[config.mk]
export PLATFORM = sky130hd
export DESIGN_NAME = pulse_sequence_matcher_core_flat
export DESIGN_NICKNAME = d
export VERILOG_FILES = /design/src/design/psm_pkg.sv /design/src/design/psm_if.sv /design/src/design/psm_cell.sv /design/src/design/pulse_sequence_matcher_core.sv /design/src/flat_wrapper.sv
export SDC_FILE = /design/constraint.sdc
export NUM_CORES = 1
export LEC_CHECK = 0
export BUFFER_PORTS_ARGS = -buffer_cell sky130_fd_sc_hd__buf_2
export CAP_MARGIN = 20
export CELL_PAD_IN_SITES_DETAIL_PLACEMENT = 2
export CELL_PAD_IN_SITES_GLOBAL_PLACEMENT = 2
export CORE_MARGIN = 2
export CORE_UTILIZATION = 35
export CTS_CLUSTER_DIAMETER = 30
export CTS_CLUSTER_SIZE = 16
export DETAILED_ROUTE_END_ITERATION = 12
export PLACE_DENSITY_LB_ADDON = 0.1
export SYNTH_ARGS = -nofsm -noshare
export SYNTH_HDL_FRONTEND = slang
export SYNTH_SLANG_ARGS = --single-unit
[constraint.sdc]
create_clock -name clk -period 7.2 [get_ports clk]
set_input_delay 1.08 -clock clk [delete_from_list [all_inputs] [get_ports clk]]
set_output_delay 1.08 -clock clk [all_outputs]
set_load 0.005 [all_outputs]
[src/design/psm_pkg.sv]
// Shared constants, types and register codes for the pulse sequence matcher.
// No dependencies; every other file imports this package.
package psm_pkg;

  localparam int WINDOW    = 5;
  localparam int PULSE_W   = 20;
  localparam int TOL_W     = 10;
  localparam int CFG_IDX_W = 3;
  localparam int CFG_DAT_W = PULSE_W;
  localparam int FILL_W    = $clog2(WINDOW + 1);

  typedef logic [PULSE_W-1:0] pulse_t;
  typedef logic [TOL_W-1:0]   tol_t;

  localparam logic [CFG_IDX_W-1:0] REG_TOL_BELOW = CFG_IDX_W'(WINDOW);
  localparam logic [CFG_IDX_W-1:0] REG_TOL_ABOVE = CFG_IDX_W'(WINDOW + 1);

  localparam pulse_t TARGET_INIT [WINDOW] = '{
    PULSE_W'(2675), PULSE_W'(2000), PULSE_W'(3000), PULSE_W'(4000), PULSE_W'(5000)
  };
  localparam tol_t TOL_BELOW_INIT = TOL_W'(100);
  localparam tol_t TOL_ABOVE_INIT = TOL_W'(200);

  typedef struct packed {
    logic   shift;
    logic   target_we;
    pulse_t target_wdata;
    tol_t   tol_below;
    tol_t   tol_above;
  } psm_cell_ctrl_t;

endpackage

[src/design/psm_if.sv]
// Valid/ready channel interfaces for pulse requests, results and register writes.
// Depends on psm_pkg.
interface psm_pulse_if;
  import psm_pkg::*;
  logic   valid;
  logic   ready;
  pulse_t pulse_us;
  modport source (output valid, output pulse_us, input ready);
  modport sink   (input valid, input pulse_us, output ready);
endinterface

interface psm_result_if;
  logic valid;
  logic ready;
  logic accepted;
  logic match;
  modport source (output valid, output accepted, output match, input ready);
  modport sink   (input valid, input accepted, input match, output ready);
endinterface

interface psm_cfg_if;
  import psm_pkg::*;
  logic                 valid;
  logic                 ready;
  logic [CFG_IDX_W-1:0] index;
  logic [CFG_DAT_W-1:0] data;
  modport source (output valid, output index, output data, input ready);
  modport sink   (input valid, input index, input data, output ready);
endinterface

[src/design/psm_cell.sv]
// One window cell: holds a window entry and its target, checks the entering width.
// Depends on psm_pkg.
module psm_cell
  import psm_pkg::*;
(
  input  logic           clk,
  input  logic           rst,
  input  psm_cell_ctrl_t ctrl,
  input  pulse_t         target_init,
  input  pulse_t         data_in,
  output pulse_t         data_out,
  output logic           hit
);

  pulse_t entry;
  pulse_t target;
  logic signed [PULSE_W:0] diff;
  logic signed [PULSE_W:0] low_bound;
  logic signed [PULSE_W:0] high_bound;

  always_ff @(posedge clk) begin
    if (rst) begin
      entry  <= '0;
      target <= target_init;
    end else begin
      if (ctrl.shift) begin
        entry <= data_in;
      end
      if (ctrl.target_we) begin
        target <= ctrl.target_wdata;
      end
    end
  end

  always_comb begin
    diff       = $signed({1'b0, data_in}) - $signed({1'b0, target});
    low_bound  = -$signed({{(PULSE_W + 1 - TOL_W){1'b0}}, ctrl.tol_below});
    high_bound = $signed({{(PULSE_W + 1 - TOL_W){1'b0}}, ctrl.tol_above});
    hit        = (diff > low_bound) && (diff < high_bound);
  end

  assign data_out = entry;

endmodule

[src/design/pulse_sequence_matcher_core.sv]
// Top level of the pulse sequence matcher: cell chain, repeat filter, result register.
// Depends on psm_pkg, psm_if and psm_cell.
//
// One pulse request is taken per clock, back to back, while no result waits unread;
// its result (accepted, match) appears in the output register in the cycle after
// acceptance, and the next request is taken in the same cycle the result is read.
// The five window cells check each entering width against their target in parallel
// within the accepting cycle. Register writes are taken at any time, one per cycle.
module pulse_sequence_matcher_core
  import psm_pkg::*;
(
  input logic       clk,
  input logic       rst,
  psm_pulse_if.sink   pulses,
  psm_result_if.source results,
  psm_cfg_if.sink     cfg
);

  pulse_t              previous_pulse;
  logic [FILL_W-1:0]   fill_count;
  tol_t                tol_below;
  tol_t                tol_above;
  logic                out_valid;
  logic                out_accepted;
  logic                out_match;

  logic                accept;
  logic                shift;
  logic                cfg_we;
  pulse_t              chain [WINDOW+1];
  logic [WINDOW-1:0]   hits;
  psm_cell_ctrl_t      ctrl [WINDOW];

  assign pulses.ready = !out_valid || results.ready;
  assign accept       = pulses.valid && pulses.ready;
  assign shift        = accept && (pulses.pulse_us != previous_pulse);
  assign cfg.ready    = 1'b1;
  assign cfg_we       = cfg.valid && cfg.ready;
  assign chain[WINDOW] = pulses.pulse_us;

  genvar g;
  generate
    for (g = 0; g < WINDOW; g++) begin : g_cell
      always_comb begin
        ctrl[g].shift        = shift;
        ctrl[g].target_we    = cfg_we && (cfg.index == CFG_IDX_W'(g));
        ctrl[g].target_wdata = cfg.data[PULSE_W-1:0];
        ctrl[g].tol_below    = tol_below;
        ctrl[g].tol_above    = tol_above;
      end
      psm_cell u_cell (
        .clk        (clk),
        .rst        (rst),
        .ctrl       (ctrl[g]),
        .target_init(TARGET_INIT[g]),
        .data_in    (chain[g+1]),
        .data_out   (chain[g]),
        .hit        (hits[g])
      );
    end
  endgenerate

  always_ff @(posedge clk) begin
    if (rst) begin
      previous_pulse <= '0;
      fill_count     <= '0;
      tol_below      <= TOL_BELOW_INIT;
      tol_above      <= TOL_ABOVE_INIT;
      out_valid      <= 1'b0;
    end else begin
      if (cfg_we && (cfg.index == REG_TOL_BELOW)) begin
        tol_below <= cfg.data[TOL_W-1:0];
      end
      if (cfg_we && (cfg.index == REG_TOL_ABOVE)) begin
        tol_above <= cfg.data[TOL_W-1:0];
      end
      if (accept) begin
        previous_pulse <= pulses.pulse_us;
        out_valid      <= 1'b1;
      end else if (results.ready) begin
        out_valid <= 1'b0;
      end
      if (shift && (fill_count < FILL_W'(WINDOW))) begin
        fill_count <= fill_count + FILL_W'(1);
      end
    end
  end

  always_ff @(posedge clk) begin
    if (accept) begin
      out_accepted <= shift;
      out_match    <= shift && (fill_count >= FILL_W'(WINDOW - 1)) && (&hits);
    end
  end

  assign results.valid    = out_valid;
  assign results.accepted = out_accepted;
  assign results.match    = out_match;

endmodule
[src/flat_wrapper.sv]
// flat-port wrapper written by rule: the top's interface ports become plain ports
module pulse_sequence_matcher_core_flat import psm_pkg::*;
  (clk, rst, pulses_valid, pulses_pulse_us, pulses_ready, results_valid, results_accepted, results_match, results_ready, cfg_valid, cfg_index, cfg_data, cfg_ready);
  psm_pulse_if pulses_i ();
  psm_result_if results_i ();
  psm_cfg_if cfg_i ();
  input logic clk;
  input logic rst;
  input wire logic [$bits(pulses_i.valid)-1:0] pulses_valid;
  input wire logic [$bits(pulses_i.pulse_us)-1:0] pulses_pulse_us;
  output wire logic [$bits(pulses_i.ready)-1:0] pulses_ready;
  output wire logic [$bits(results_i.valid)-1:0] results_valid;
  output wire logic [$bits(results_i.accepted)-1:0] results_accepted;
  output wire logic [$bits(results_i.match)-1:0] results_match;
  input wire logic [$bits(results_i.ready)-1:0] results_ready;
  input wire logic [$bits(cfg_i.valid)-1:0] cfg_valid;
  input wire logic [$bits(cfg_i.index)-1:0] cfg_index;
  input wire logic [$bits(cfg_i.data)-1:0] cfg_data;
  output wire logic [$bits(cfg_i.ready)-1:0] cfg_ready;
  assign pulses_i.valid = pulses_valid;
  assign pulses_i.pulse_us = pulses_pulse_us;
  assign pulses_ready = pulses_i.ready;
  assign results_valid = results_i.valid;
  assign results_accepted = results_i.accepted;
  assign results_match = results_i.match;
  assign results_i.ready = results_ready;
  assign cfg_i.valid = cfg_valid;
  assign cfg_i.index = cfg_index;
  assign cfg_i.data = cfg_data;
  assign cfg_ready = cfg_i.ready;
  pulse_sequence_matcher_core u_core (.clk(clk), .rst(rst), .pulses(pulses_i), .results(results_i), .cfg(cfg_i));
endmodule
==> flow_summary_export.csv <==
group,metric,value,unit
sta,fin_crit,5959,ps
job,cap_violations,0,
place,portBuffers,51,
synthesis,synth_cells,2102,
clock_tree,cts-root-buf,"clkbuf_16",
power_and_ir_drop,p_leak,8.977,nW
synthesis,ys_top_cells_by_area,"dfxtp_1 (27%), ha_1 (19%), a21oi_1 (6.7%), nand2_1 (6.6%), nor2_1 (4.8%)",
drt,dr.pass1.iters,6,
final_layout,drive_above_1_share,0.09532,
grt,grt_usage,0.2558,
sta,rsz0062_at_grt,"false",
sta,final.setup.tns,0,ps
synthesis,synth.distinct_cells,77,
final_layout,diodes,0,
synthesis,synth-main-ff-cell,"dfxtp_1",
clock_tree,cts_max_path_buffers,3,
min_path,hp-class,"flip-flop to flip-flop",
clock_tree,postCtsSetupBuffers,0,
synthesis,synth_top_area_cell,"dfxtp_1",
min_path,hold_start,"u_core.g_cell[0].u_cell.target[3]",
place,dp.cells,2715,
clock_tree,clk_pin_slew,40,ps
synthesis,synth_adder_area_share,0.1940,
final_layout,nNetsFinal,2487,
synthesis,synth_top_family_by_area,"adder cells",
worst_setup_path,reg2reg_from,"u_core.g_cell[2].u_cell.data_out[0]",
drt,ant_nets,0,
clock_tree,worstSkewPairLatency,600,ps
run_status,outcome,"finished, final reports clean",
die,coreArea,0.04745,mm²
power_and_ir_drop,ir_worst_vdd,186.9,µV
sta,finalSetupViolations,0,
synthesis,synth_xor_area_frac,0.05243,
synthesis,netlist_area,0.01670,mm²
clock_tree,clock-sinks,226,
sta,fin_skew,22.15,ps
drt,drt-vias-per-instance,5.480,
worst_setup_path,crit_type,"flip-flop to flip-flop",
worst_setup_path,cp-end-kind,"flip-flop",
worst_setup_path,reg2reg_depth,23,
sta,finalMaxSlewViolations,0,
drt,post_drt_wl_per_cell,22.03,µm
clock_tree,ctsResizeCount,0,
place,gp_congestion,0.8692,
synthesis,yosys.area.top_type_share,0.2684,
synthesis,synth_mux_area_frac,0.04442,
worst_setup_path,rr_endpoint,"u_core.results.match",
die,die_w,222.5,µm
place,place_area,0.01763,mm²
drt,routed_wl,63010,µm
final_layout,fin_cells,2860,
grt,antenna_found_initial,0,
synthesis,ys_warn_count,0,
grt,grt_pass1_wl,98390,µm
sta,tightest_slew,971.3,ps
worst_setup_path,r2r_slack,1240,ps
min_path,hold_end,"u_core.g_cell[0].u_cell.target[3]",
synthesis,syn_area_per_cell,7.947,µm²
synthesis,synth_seq_cells,226,
die,die_y,222.5,µm
clock_tree,hold_buffers,0,
die,start_util,0.3521,
grt,grt_max_degree,130,
sta,fin_hold_ws,453.6,ps
synthesis,ys_seq_area_frac,0.2720,
sta,slew_headroom,0.3506,
final_layout,fin_util,0.4271,
grt,grt_overflow,0,
drt,drt_iter0_drc,657,
min_path,min_path_cells,2,
clock_tree,cts_made_buffers,79,
final_layout,syn2layout_area_growth,21.31,%
die,rows,80,
sta,post-route-period-util,0.8276,
worst_setup_path,crit_required,7580,ps
synthesis,synth_edf_count,2,
synthesis,synth_simple_gate_area_frac,0.1935,
drt,vias,15670,
sta,fmax,0.1678,GHz
die,io_pins,53,
drt,route.detailed.drc,0,
die,die_area,0.04949,mm²
place,hpwl,47480,µm
synthesis,syn_nets,2406,
synthesis,synth_compound_area_frac,0.1937,
clock_tree,cts_tree,"yes",
worst_setup_path,arrival,6340,ps
synthesis,synth-async-reset-ratio,0,
clock_tree,htreeDepth,3,
worst_setup_path,startpoint_type,"flip-flop",
sta,finalHoldViolCount,0,
grt,grt_pass1_vias,17070,
final_layout,stdcell_area,0.02026,mm²
power_and_ir_drop,powerDensity,266.6,mW/mm²
worst_setup_path,path_max_fanout,5,
worst max-delay path by stage:
stage / slack, ps / cells after the start / from / endpoint
global route: 840 / 21 / u_core.g_cell[2].u_cell.data_out[0] / u_core.results.match
global placement: 1000 / 23 / pulses_pulse_us[0] / u_core.results.match
CTS: 1240 / 23 / u_core.g_cell[2].u_cell.data_out[0] / u_core.results.match
finish: 1240 / 23 / u_core.g_cell[2].u_cell.data_out[0] / u_core.results.match
detailed placement: 790 / 23 / pulses_pulse_us[0] / u_core.results.match
floorplan: 1880 / 22 / pulses_pulse_us[0] / u_core.results.match
placed cells by master, fill, tap and decap left out, types with 6 or more instances in the layout:
cell       netlist  routed
ha_1           251     251
nand4_1         29      29
nand2b_1        17      17
and3_1           9       9
a31oi_1         12      11
dfxtp_1        224     224
o21ai_0         57      57
a21oi_1        224     224
clkbuf_16        0      80
buf_4            1      10
o21a_1          34      34
nand3_1         32      32
clkbuf_1        62      16
clkbuf_8         0      22
nor2_1         214     212
inv_1          155     155
o31a_1           8       8
a211oi_1         7       7
nand3b_1        15      15
buf_2            1      51
xnor2_1         70      70
o2111ai_1        6       6
a211o_1         33      33
nand2_1        295     295
or3_1           11      11
mux2i_1         73      73
nor2b_1         25      25
xor2_1          30      30
a21o_1          42      42
nor3_1          31      29
o21bai_1         7       7
clkinv_2         0      17
nor4_1          15      15
logic make-up (layout without fill, tap and decap cells):
logic type / count (synthesis) / after routing
and+or+nand+nor: 721 / 721
AOI/OAI and AO/OA: 504 / 504
adders and majority gates: 256 / 256
DFF: 226 / 226
buffers and inverters: 220 / 363
xor gates and xnor gates: 100 / 100
muxes: 74 / 74
other: 1 / 1
layout make-up:
| type | instances | area, µm² |
|---|---|---|
| Timing Repair Buffer | 65 | 396.6 |
| Fill cell | 5391 | 27180 |
| Multi-Input combinational cell | 1656 | 11360 |
| Sequential cell | 226 | 4544 |
| Clock buffer | 118 | 2365 |
| Clock inverter | 25 | 247.7 |
| Tap cell | 615 | 769.5 |
| Inverter | 155 | 581.8 |
synth_stat cells, types with 6 or more instances:
cell type and count:
a211oi_1 7, a31oi_1 12, o21ai_0 57, nand4_1 29, xnor2_1 70, nor2b_1 25, nor2_1 214, and3_1 9
ha_1 251, inv_1 155, o2111ai_1 6, a21oi_1 224, or3_1 11, a21o_1 42, dfxtp_1 224, nor3_1 31
o31a_1 8, nand2_1 295, mux2i_1 73, o21a_1 34, clkbuf_1 62, nand3b_1 15, nor4_1 15, xor2_1 30
o21bai_1 7, a211o_1 33, nand3_1 32, nand2b_1 17
flip-flops by register name (all words and copies together) (netlist names), 3 cells and up:
signal / count
u_core.fill_count: 3
u_core.g_cell.u_cell.data_out: 80
u_core.g_cell.u_cell.target: 100
u_core.previous_pulse: 20
u_core.tol_above: 10
u_core.tol_below: 10
per-layer routing:
layer / wire length, µm / share of wire / vias to the layer above / GRT usage
li1: - / - / 7599 / -
met2: 30590 / 0.49 / 213 / 0.4458
met4: 1853 / 0.029 / 0 / 0.08097
met3: 1944 / 0.031 / 110 / 0.04271
met1: 28620 / 0.45 / 7750 / 0.3212
met5: 0 / 0 / - / 0
worst max-delay path, cell delays in order (launching register included):
cell,delay [ps]
dfxtp_1,300
inv_1,70
ha_1,230
fa_1,320
nor2b_4,60
o31a_1,300
o21ai_2,310
o21ai_0,200
o41a_1,450
a21o_1,200
a21oi_1,220
o21ai_0,160
inv_1,80
ha_1,250
nand4_1,170
nor3_1,70
a32o_1,250
a21oi_1,160
nand4_1,120
a211o_1,280
nor4_1,430
nand4_1,150
or4b_1,560
a2111oi_2,360
where the power goes:
group	switching (mW)	internal [mW]	total [mW]
sequential	0.0331	1.30	1.33
combinational	0.461	0.276	0.738
clock	0.964	2.37	3.33
per-stage QoR:
stage                     setup slack [ps]  total power, mW
after floorplan                       1879            1.831
after global placement               995.8            2.047
after detailed placement             788.8            2.083
after CTS                             1244            5.459
after global routing                 838.9            5.617
final                                 1241            5.402
(Power assumes the default switching activity.)
